--- src/hcta_pkg.sv ---
// Package: types, constants and lookup functions for the hex-code transliterator.
package hcta_pkg;

   localparam int CharWidth = 8;
   localparam int OutWidth  = 7;
   localparam int CodeWidth = 16;

   typedef logic [CharWidth-1:0] char_type;
   typedef logic [OutWidth-1:0]  out_char_type;
   typedef logic [CodeWidth-1:0] code_type;

   // Decoded input item handed from the front end to the lookup stage
   typedef struct packed {
      logic     is_end;
      logic     is_code;
      code_type code;
   } dec_type;

   // Transliterations of 0xC2A0..0xC2BF
   function automatic out_char_type rom_c2(input logic [4:0] idx);
      char_type r;
      case (idx)
         5'd1: r = "i";   5'd2: r = "c";   5'd3: r = "l";   5'd6: r = "|";
         5'd7: r = "S";   5'd9: r = "c";   5'd10: r = "a";  5'd14: r = "r";
         5'd15: r = "-";  5'd16: r = "o";  5'd18: r = "2";  5'd19: r = "3";
         5'd20: r = "'";  5'd21: r = "u";  5'd23: r = ".";  5'd24: r = ".";
         5'd25: r = "1";  5'd26: r = "o";
         5'd0, 5'd13: r = 8'd0;
         default: r = "?";
      endcase
      return r[OutWidth-1:0];
   endfunction

   // 0xC380..0xC39F, upper-case form
   function automatic out_char_type rom_c3_lo_keep(input logic [4:0] idx);
      char_type r;
      case (idx)
         5'd0, 5'd1, 5'd2, 5'd3, 5'd4, 5'd5, 5'd6: r = "A";
         5'd7: r = "C";
         5'd8, 5'd9, 5'd10, 5'd11: r = "E";
         5'd12, 5'd13, 5'd14, 5'd15: r = "I";
         5'd16: r = "D";  5'd17: r = "N";
         5'd18, 5'd19, 5'd20, 5'd21, 5'd22: r = "O";
         5'd23: r = "*";  5'd24: r = "0";
         5'd25, 5'd26, 5'd27, 5'd28: r = "U";
         5'd29: r = "Y";  5'd30: r = "p";
         default: r = "B";
      endcase
      return r[OutWidth-1:0];
   endfunction

   // 0xC3A0..0xC3BF, shared by both tables
   function automatic out_char_type rom_c3_hi(input logic [4:0] idx);
      char_type r;
      case (idx)
         5'd0, 5'd1, 5'd2, 5'd3, 5'd4, 5'd5, 5'd6: r = "a";
         5'd7: r = "c";
         5'd8, 5'd9, 5'd10, 5'd11: r = "e";
         5'd12, 5'd13, 5'd14, 5'd15: r = "i";
         5'd16: r = "o";  5'd17: r = "n";
         5'd18, 5'd19, 5'd20, 5'd21, 5'd22: r = "o";
         5'd23: r = "/";  5'd24: r = "0";
         5'd25, 5'd26, 5'd27, 5'd28: r = "u";
         5'd29: r = "y";  5'd30: r = "p";
         default: r = "y";
      endcase
      return r[OutWidth-1:0];
   endfunction

   // 0xC380..0xC39F, lower-case form
   function automatic out_char_type rom_c3_lo_fold(input logic [4:0] idx);
      char_type r;
      case (idx)
         5'd16: r = "d";
         5'd23: r = "*";
         5'd24: r = "0";
         5'd29: r = "u";
         5'd30: r = "p";
         5'd31: r = "b";
         default: r = {1'b0, rom_c3_hi(idx)};
      endcase
      return r[OutWidth-1:0];
   endfunction

endpackage

--- src/hcta_decoder.sv ---
// Input register, hex digit decode and nibble assembly.
module hcta_decoder (
   input  logic              clock,
   input  logic              reset,
   input  logic              req_valid,
   output logic              req_stall,
   input  hcta_pkg::char_type req_in_char,
   input  logic              adv,
   output logic              dec_valid,
   output hcta_pkg::dec_type dec
);
   import hcta_pkg::*;

   logic        valid_ff, valid_in;
   char_type    char_ff;
   logic [1:0]  count_ff, count_in;
   logic [11:0] partial_ff, partial_in;
   logic        is_hex;
   logic [3:0]  digit;

   assign req_stall = valid_ff && !adv;
   assign dec_valid = valid_ff;

   // Decode the held character
   always_comb begin
      is_hex = 1'b1;
      digit  = 4'd0;
      if (char_ff inside {["a":"f"]}) begin
         digit = 4'(char_ff - 8'd87);
      end else if (char_ff inside {["A":"F"]}) begin
         digit = 4'(char_ff - 8'd55);
      end else if (char_ff inside {["0":"9"]}) begin
         digit = 4'(char_ff - 8'd48);
      end else begin
         is_hex = 1'b0;
      end
   end

   assign dec.is_end  = !is_hex;
   assign dec.is_code = is_hex && (count_ff == 2'd3);
   assign dec.code    = {partial_ff, digit};

   // Advance the group state when the held transaction moves on
   always_comb begin
      count_in   = count_ff;
      partial_in = partial_ff;
      valid_in   = valid_ff;
      if (valid_ff && adv) begin
         valid_in = 1'b0;
         if (!is_hex || count_ff == 2'd3) begin
            count_in   = 2'd0;
            partial_in = 12'd0;
         end else begin
            count_in   = count_ff + 2'd1;
            partial_in = {partial_ff[7:0], digit};
         end
      end
      if (req_valid && !req_stall) begin
         valid_in = 1'b1;
      end
   end

   always_ff @(posedge clock) begin
      if (reset) begin
         valid_ff   <= 1'b0;
         count_ff   <= 2'd0;
         partial_ff <= 12'd0;
      end else begin
         valid_ff   <= valid_in;
         count_ff   <= count_in;
         partial_ff <= partial_in;
      end
      if (req_valid && !req_stall) begin
         char_ff <= req_in_char;
      end
   end
endmodule

--- src/hcta_lookup.sv ---
// Code lookup and result register.
module hcta_lookup (
   input  logic                  clock,
   input  logic                  reset,
   input  logic                  keep_case,
   input  logic                  dec_valid,
   input  hcta_pkg::dec_type     dec,
   output logic                  adv,
   output logic                  rsp_valid,
   input  logic                  rsp_stall,
   output hcta_pkg::out_char_type rsp_out_char,
   output logic                  rsp_end_of_text
);
   import hcta_pkg::*;

   logic         valid_ff, valid_in;
   out_char_type char_ff, char_in;
   logic         end_ff;
   logic         hit;
   logic [4:0]   idx;

   assign idx = dec.code[4:0];

   // Look the code up in the table
   always_comb begin
      hit     = 1'b0;
      char_in = 7'd0;
      if (dec.is_end) begin
         hit = 1'b1;
      end else if (dec.is_code) begin
         if (dec.code inside {[16'h0020:16'h007E]}) begin
            hit     = 1'b1;
            char_in = dec.code[6:0];
            if (!keep_case && dec.code inside {[16'h0041:16'h005A]}) begin
               char_in = dec.code[6:0] + 7'd32;
            end
         end else if (dec.code inside {[16'hC2A1:16'hC2BF]} && dec.code != 16'hC2AD) begin
            hit     = 1'b1;
            char_in = rom_c2(idx);
         end else if (dec.code inside {[16'hC3A0:16'hC3BF]}) begin
            hit     = 1'b1;
            char_in = rom_c3_hi(idx);
         end else if (dec.code inside {[16'hC380:16'hC39F]}) begin
            hit     = 1'b1;
            char_in = keep_case ? rom_c3_lo_keep(idx) : rom_c3_lo_fold(idx);
         end
      end
   end

   assign adv      = !valid_ff || !rsp_stall;
   assign valid_in = adv ? (dec_valid && hit) : valid_ff;

   assign rsp_valid       = valid_ff;
   assign rsp_out_char    = char_ff;
   assign rsp_end_of_text = end_ff;

   always_ff @(posedge clock) begin
      if (reset) begin
         valid_ff <= 1'b0;
      end else begin
         valid_ff <= valid_in;
      end
      if (adv) begin
         char_ff <= char_in;
         end_ff  <= dec.is_end;
      end
   end
endmodule

--- src/hex_code_to_ascii_transliterator_unit.sv ---
// Path: the input transaction is held in the input register, decoded and looked up, then held in the result register.
// Throughput: one character per cycle while rsp_stall is low; set by the single decode and table lookup stage.
// A completed four-digit group or a non-hex character yields at most one result.
// Reset is synchronous, active high: clears the digit group, keep_case and both valid flags.
// keep_case selects the case-keeping table; it resets to the lower-case table.
module hex_code_to_ascii_transliterator_unit (
   input  logic                   clock,
   input  logic                   reset,
   input  logic                   req_valid,
   output logic                   req_stall,
   input  hcta_pkg::char_type     req_in_char,
   output logic                   rsp_valid,
   input  logic                   rsp_stall,
   output hcta_pkg::out_char_type rsp_out_char,
   output logic                   rsp_end_of_text,
   input  logic                   csr_write,
   input  logic                   csr_keep_case
);
   import hcta_pkg::*;

   logic    keep_case_ff;
   logic    adv;
   logic    dec_valid;
   dec_type dec;

   // Hold the case selection register
   always_ff @(posedge clock) begin
      if (reset) begin
         keep_case_ff <= 1'b0;
      end else if (csr_write) begin
         keep_case_ff <= csr_keep_case;
      end
   end

   hcta_decoder u_decoder (
      .clock       (clock),
      .reset       (reset),
      .req_valid   (req_valid),
      .req_stall   (req_stall),
      .req_in_char (req_in_char),
      .adv         (adv),
      .dec_valid   (dec_valid),
      .dec         (dec)
   );

   hcta_lookup u_lookup (
      .clock           (clock),
      .reset           (reset),
      .keep_case       (keep_case_ff),
      .dec_valid       (dec_valid),
      .dec             (dec),
      .adv             (adv),
      .rsp_valid       (rsp_valid),
      .rsp_stall       (rsp_stall),
      .rsp_out_char    (rsp_out_char),
      .rsp_end_of_text (rsp_end_of_text)
   );
endmodule

--- config.mk ---
export PLATFORM = sky130hd
export DESIGN_NAME = hex_code_to_ascii_transliterator_unit
export DESIGN_NICKNAME = d
export VERILOG_FILES = /design/src/hcta_pkg.sv /design/src/hcta_decoder.sv /design/src/hcta_lookup.sv /design/src/hex_code_to_ascii_transliterator_unit.sv
export SDC_FILE = /design/constraint.sdc
export NUM_CORES = 1
export LEC_CHECK = 0
export CORE_MARGIN = 3
export CORE_UTILIZATION = 45
export CTS_BUF_LIST = sky130_fd_sc_hd__clkbuf_4 sky130_fd_sc_hd__clkbuf_8
export DETAILED_ROUTE_END_ITERATION = 6
export DONT_BUFFER_PORTS = 1
export GPL_ROUTABILITY_DRIVEN = 0
export HOLD_SLACK_MARGIN = 0.15
export PLACE_DENSITY = 0.7
export SLEW_MARGIN = 20
export SYNTH_ARGS = -nofsm -noshare
export SYNTH_HDL_FRONTEND = slang
export SYNTH_SLANG_ARGS = --single-unit
--- constraint.sdc ---
create_clock -name clock -period 7.7 [get_ports clock]
set_input_delay 1.54 -clock clock [delete_from_list [all_inputs] [get_ports clock]]
set_output_delay 1.54 -clock clock [all_outputs]
set_load 0.02 [all_outputs]
==> reports/qor.yml, run 1 <==
place:
  port_buffers: 0
  place_inst: 371
  hpwl_um: 4850
synth:
  ys_seq_elements: 33
  yosys_warnings: 0
  async_flop_share_pct: 0
  syn_inst: 320
  synth-main-ff-cell: "dfxtp_1"
  synth_cell_types: 69
  syn_area_um2: 2650
  ys_seq_area_share_pct: 31.0
  avgSynthCellArea_um2: 8.27
  syn_nets: 348
  synth_edf_count: 16
timing:
  fmax_ghz: 0.233
  slew_headroom_pct: 37.8
  finalHoldViolCount: 0
  min_period_ns: 4.30
  timing.final.crit_share_pct: 55.8
  fin_skew_ns: 0.00581
  tightest_slew_ns: 0.925
  setup_tns_ns: 0
  setup_viol: 0
  rsz0062_at_grt: "false"
  slew_viol_final: 0
clocking:
  numCtsBuffers: 5
  post_cts_buffers: 0
  cts_buffer_depth: 2
  clock_latency_ns: 0.28
  hold_buffers: 0
  clock-sinks: 33
  cts_tree: "yes"
  cts_resized: 0
  clkTransAtPathRegs_ns: 0.07
  clockRootBuffer: "clkbuf_8"
  cts_max_level: 2
floorplan:
  die_x_um: 82.7
  std_cell_rows: 27
  ios: 24
  initial_utilization_pct: 47.2
  dieArea_um2: 6840
  coreArea_um2: 5610
  dieHeight_um: 82.7
route:
  drt-total-wl_um: 6790
  vias: 2478
  drc: 0
  drtPass1Iterations: 5
  drt-initial-drc-count: 418
  avgRoutedWirePerCell_um: 17.9
  via_per_inst: 6.54
  antenna_left: 0
setup_path:
  crit_buf_inv: 2
  crit_path_end_kind: "flip-flop"
  max_stage_delay_ns: 0.70
  cp_cell_sequence: "inv_1 > ha_1 > nor3b_2 > a311oi_4 > mux2i_2 > inv_1 > ha_1 > o31ai_1 > a31oi_1 > o21ai_1 > nand2b_1 > a221oi_1 > a2111oi_1 > a211oi_1"
  cp_slowest_cell: "a311oi_4"
  startpoint_type: "flip-flop"
  crit_family: "compound AO/OA/AOI/OAI gates"
  crit_type: "flip-flop to flip-flop"
  worstPathRequired_ns: 7.71
  crit_fanout: 18
  arrival_ns: 4.31
final_layout:
  final_cell_mix: "36 x nor2_1, 32 x nand2_1, 31 x a21oi_1, 17 x dfxtp_1"
  diodes: 0
  area_delta_synth_final_pct: 3.26
  fin_cells: 379
  final_common_cell: "nor2_1"
  drive_above_1_share_pct: 9.77
  fin_nets: 334
grt:
  antenna_found_initial: 0
  grt_max_degree: 28
  gr-usage-all-layers_pct: 21.0
  grt_pass1_vias: 2251
  overflow: 0
  grt_pass1_wl_um: 11100
outcome:
  outcome: "complete, no violations"
flow_run:
  maxCapViolCount: 0
pwr:
  power_density_nw_per_um2: 137
  p_leak_nw: 0.980
  vdd_drop_max_mv: 0.0983
hold_path:
  hold_class: "flip-flop to flip-flop"
==> cell type report <==
cell class / instances / area [um^2]
fill: 534 / 2880
multi-input combinational: 248 / 1650
sequential: 33 / 821
clock buffer: 7 / 90.1
tap: 72 / 90.1
inverter: 15 / 56.3
timing repair buffer: 3 / 22.5
clock inverter: 1 / 7.51
==> Yosys cell counts (all sizes together), types with 4 or more instances <==
cell    count  area share (%)
nor2       36             5.1
buf        10             2.7
a22oi      17             5.0
nand2      35             5.4
a211oi      4             1.1
mux2i       4             1.7
nor4        5             1.4
a31oi       6             1.4
edfxtp     16              18
inv        15             2.1
dfxtp      17              13
clkbuf     14             2.0
nor3        5            0.95
nand2b      6             1.4
a21oi      31             5.9
o211ai      4             1.1
o21ai      19             3.6
ha         14             6.6
==> logic make-up (layout without fill, tap and decap cells) <==
family / count (synthesis) / in the layout / synth area share [%]
fa+ha+maj: 14 / 14 / 6.62
buf+inv: 39 / 26 / 6.81
mux: 4 / 4 / 1.65
simple gates: 109 / 109 / 20.6
xor+xnor: 2 / 2 / 0.662
compound gates: 119 / 119 / 32.7
flops: 33 / 33 / 31.0
==> state kept, by name (all words and copies together), names as in the netlist <==
register and flops:
u_decoder.dec_valid 1, u_decoder.count_ff 2, keep_case_ff 1, u_lookup.rsp_valid 1, u_lookup.rsp_out_char 7, u_lookup.rsp_end_of_text 1
u_decoder.char_ff 8, u_decoder.partial_ff 12
==> worst paths after layout <==
kind                                start                       end  slack (ns)  cells after the start
setup / recovery     u_decoder.char_ff[1]  u_lookup.rsp_out_char[2]        3.40                     14
hold / removal    u_decoder.partial_ff[8]   u_decoder.partial_ff[8]        0.51                      2
setup reg to reg     u_decoder.char_ff[1]  u_lookup.rsp_out_char[2]        3.40                     14
hold reg to reg   u_decoder.partial_ff[8]   u_decoder.partial_ff[8]        0.51                      2
==> stage by stage <==
step	total power [W]	cell area, um^2	worst slack [ns]	utilization (%)	hold WS [ns]
global route	0.000391	2730	3.16	48.7	0.538
floorplan	0.000233	2650	4.26	-	0.468
detailed placement	0.000241	2640	3.53	47.0	0.496
CTS	0.000377	2730	3.52	48.7	0.513
finish	0.000375	2730	3.40	48.7	0.508
global placement	0.000240	2640	3.68	47.0	0.487
==> report_power, final <==
group          leakage [nW]  switching [W]   total, W  internal [W]
sequential            0.308     0.00000769   0.000197      0.000189
clock                0.0479      0.0000604   0.000136     0.0000760
combinational         0.624      0.0000265  0.0000411     0.0000146
total                 0.980      0.0000946   0.000375      0.000280
==> per-layer routing <==
metal  up-vias  global-route usage (%)  wire [um]
li1       1166                       -          -
met1      1145                    28.6       2980
met2       145                    32.1       3080
met3        22                    5.42        602
met4         0                    7.35        136
met5         -                       0          0
==> worst min-delay path, delay by kind of cell, from the launching register on <==
kind	cells	cell delay, ns
AO/OA/AOI/OAI	1	0.08
flip-flops	1	0.32
AND/OR/NAND/NOR	1	0.08
Power figures use the tool's default switching activity.
==> run 2: changes to the inputs <==
--- a/config.mk
+++ b/config.mk
@@ -5,6 +5,7 @@
 export SDC_FILE = /design/constraint.sdc
 export NUM_CORES = 1
 export LEC_CHECK = 0
+export ABC_AREA = 1
 export CORE_MARGIN = 3
 export CORE_UTILIZATION = 45
 export CTS_BUF_LIST = sky130_fd_sc_hd__clkbuf_4 sky130_fd_sc_hd__clkbuf_8
==> constraint.sdc (replaced) <==
create_clock -name clock -period 4.2 [get_ports clock]
set_input_delay 0.84 -clock clock [delete_from_list [all_inputs] [get_ports clock]]
set_output_delay 0.84 -clock clock [all_outputs]
set_load 0.02 [all_outputs]
==> reports/qor.yml, run 2 <==
outcome:
  outcome: "complete, no violations"
floorplan:
  coreArea_um2: 6390
  dieArea_um2: 7670
  std_cell_rows: 29
  dieHeight_um: 87.6
  initial_utilization_pct: 46.9
  die_x_um: 87.6
  ios: 24
final_layout:
  largest_reg_flops: 12
  final_cell_mix: "132 x nand2_1, 55 x inv_1, 39 x nand3_1, 36 x nor2_1, 34 x a21oi_1"
  diodes: 0
  regMostFlops: "u_decoder.partial_ff"
  area_delta_synth_final_pct: 4.76
  fin_nets: 482
  drive_above_1_share_pct: 10.8
  final_common_cell: "nand2_1"
  utilization_pct: 49.2
synth:
  async_flop_share_pct: 0
  synthTopCellsByArea: "nand2_1 17%, edfxtp_1 16%, dfxtp_1 11%"
  ys_top_cells_by_count: "132 x nand2_1, 55 x inv_1, 39 x nand3_1"
  post-synth-top-count-cell: "nand2_1"
  avgSynthCellArea_um2: 6.51
  synth_edf_count: 16
  ys_seq_elements: 33
  synth-main-ff-cell: "dfxtp_1"
  yosys_warnings: 0
  syn_nets: 488
  syn_inst: 460
  synth_cell_types: 44
  ys_seq_area_share_pct: 27.4
  yosysTopAreaCell: "nand2_1"
  synth.top_cell.area_share_pct: 16.5
  syn_area_um2: 3000
grt:
  overflow: 0
  antenna_found_initial: 0
  gr-usage-all-layers_pct: 20.2
  grt_pass1_wl_um: 12300
  grt_pass1_vias: 2642
  grt_max_degree: 21
setup_path:
  cp_cell_sequence: "inv_1 > ha_1 > nand3_2 > nand3_4 > nand2_1 > nand2_1 > inv_2 > ha_1 > o211ai_1 > nand3_2 > nor2_4 > nand2_1 > o21ai_1 > nand2_1 > nand2_1 > nand2_1 > nand2_1 > a21oi_1"
  startpoint_type: "flip-flop"
  crit_fanout: 5
  arrival_ns: 3.19
  worstPathRequired_ns: 4.22
  max_stage_delay_ns: 0.45
  crit_path_end_kind: "flip-flop"
  crit_top_cell: "nand2_1"
  cp_slowest_cell: "edfxtp_1"
  crit_type: "flip-flop to flip-flop"
clocking:
  post_cts_buffers: 0
  cts_buffer_depth: 2
  cts_max_level: 2
  clock-sinks: 33
  clkTransAtPathRegs_ns: 0.07
  cts_resized: 0
  numCtsBuffers: 5
  clock_latency_ns: 0.29
  cts_tree: "yes"
  clockRootBuffer: "clkbuf_8"
  hold_buffers: 0
route:
  drt-initial-drc-count: 312
  drtPass1Iterations: 5
  via_per_inst: 5.52
  antenna_left: 0
  drc: 0
  drt-total-wl_um: 7410
  avgRoutedWirePerCell_um: 13.9
  vias: 2937
place:
  port_buffers: 0
  place_worst_setup_slack_ns: 1.08
  hpwl_um: 5560
timing:
  min_period_ns: 3.17
  timing.final.crit_share_pct: 75.5
  setup_viol: 0
  fin_skew_ns: 0.00549
  slew_viol_final: 0
  fin_ws_ns: 1.03
  rsz0062_at_grt: "false"
  setup_tns_ns: 0
  hold_ws_ns: 0.467
  tightest_slew_ns: 0.418
  fmax_ghz: 0.316
  slew_headroom_pct: 72.0
  finalHoldViolCount: 0
hold_path:
  hold_class: "flip-flop to flip-flop"
pwr:
  vdd_drop_max_mv: 0.210
  p_leak_nw: 1.47
  power_density_nw_per_um2: 239
flow_run:
  maxCapViolCount: 0
## run 2: layout make-up
class	count	area, um^2
multi-input combinational	346	1840
sequential	33	821
clock buffer	7	90.1
timing repair buffer	2	15.0
clock inverter	1	30.0
fill	653	3250
inverter	66	251
tap	77	96.3
## run 2: layer usage
| metal | GRT usage [%] | vias up | wire (um) |
|---|---|---|---|
| met1 | 27.0 | 1311 | 3390 |
| met3 | 3.39 | 21 | 456 |
| met5 | 0 | - | 0 |
| li1 | - | 1490 | - |
| met4 | 7.95 | 0 | 254 |
| met2 | 32.5 | 115 | 3310 |
## run 2: per-stage QoR
stage | cells | power, W | cell area (um^2)
after floorplan | 460 | 0.000428 | 3000
after global placement | 524 | 0.000442 | 3020
after detailed placement | 524 | 0.000442 | 3020
after CTS | 532 | 0.000757 | 3140
after global routing | 532 | 0.000783 | 3140
final | 532 | 0.000751 | 3140
## run 2: final timing paths
kind / startpoint / endpoint / slack [ns] / cells after the start
worst max-delay path: u_decoder.char_ff[0] / u_lookup.rsp_out_char[1] / 1.03 / 18
worst min-delay path: u_decoder.count_ff[1] / u_decoder.count_ff[1] / 0.47 / 2
worst max register to register: u_decoder.char_ff[0] / u_lookup.rsp_out_char[1] / 1.03 / 18
worst min register to register: u_decoder.count_ff[1] / u_decoder.count_ff[1] / 0.47 / 2
## run 2: cells by family (layout without fill, tap and decap cells)
kind of cell             after synthesis  in the layout  share of synthesized area, %
buffers and inverters                 81             76                          11.4
AND/OR/NAND/NOR                      254            254                          41.0
flip-flops                            33             33                          27.4
adder cells (fa/ha/maj)               14             14                          5.85
AO/OA/AOI/OAI                         78             78                          14.4
## run 2: report_power, final
part	internal, W	total, W	switching (W)
registers	0.000347	0.000358	0.0000107
clock network	0.000200	0.000315	0.000115
logic	0.0000227	0.0000782	0.0000555
total	0.000569	0.000751	0.000181
## run 2: critical path: cells and delay by family, from the launching register on
family	cells	cell delay [ns]
flip-flops	1	0.45
adder cells (fa/ha/maj)	2	0.49
AND/OR/NAND/NOR	11	1.28
buffers and inverters	2	0.22
AO/OA/AOI/OAI	3	0.48
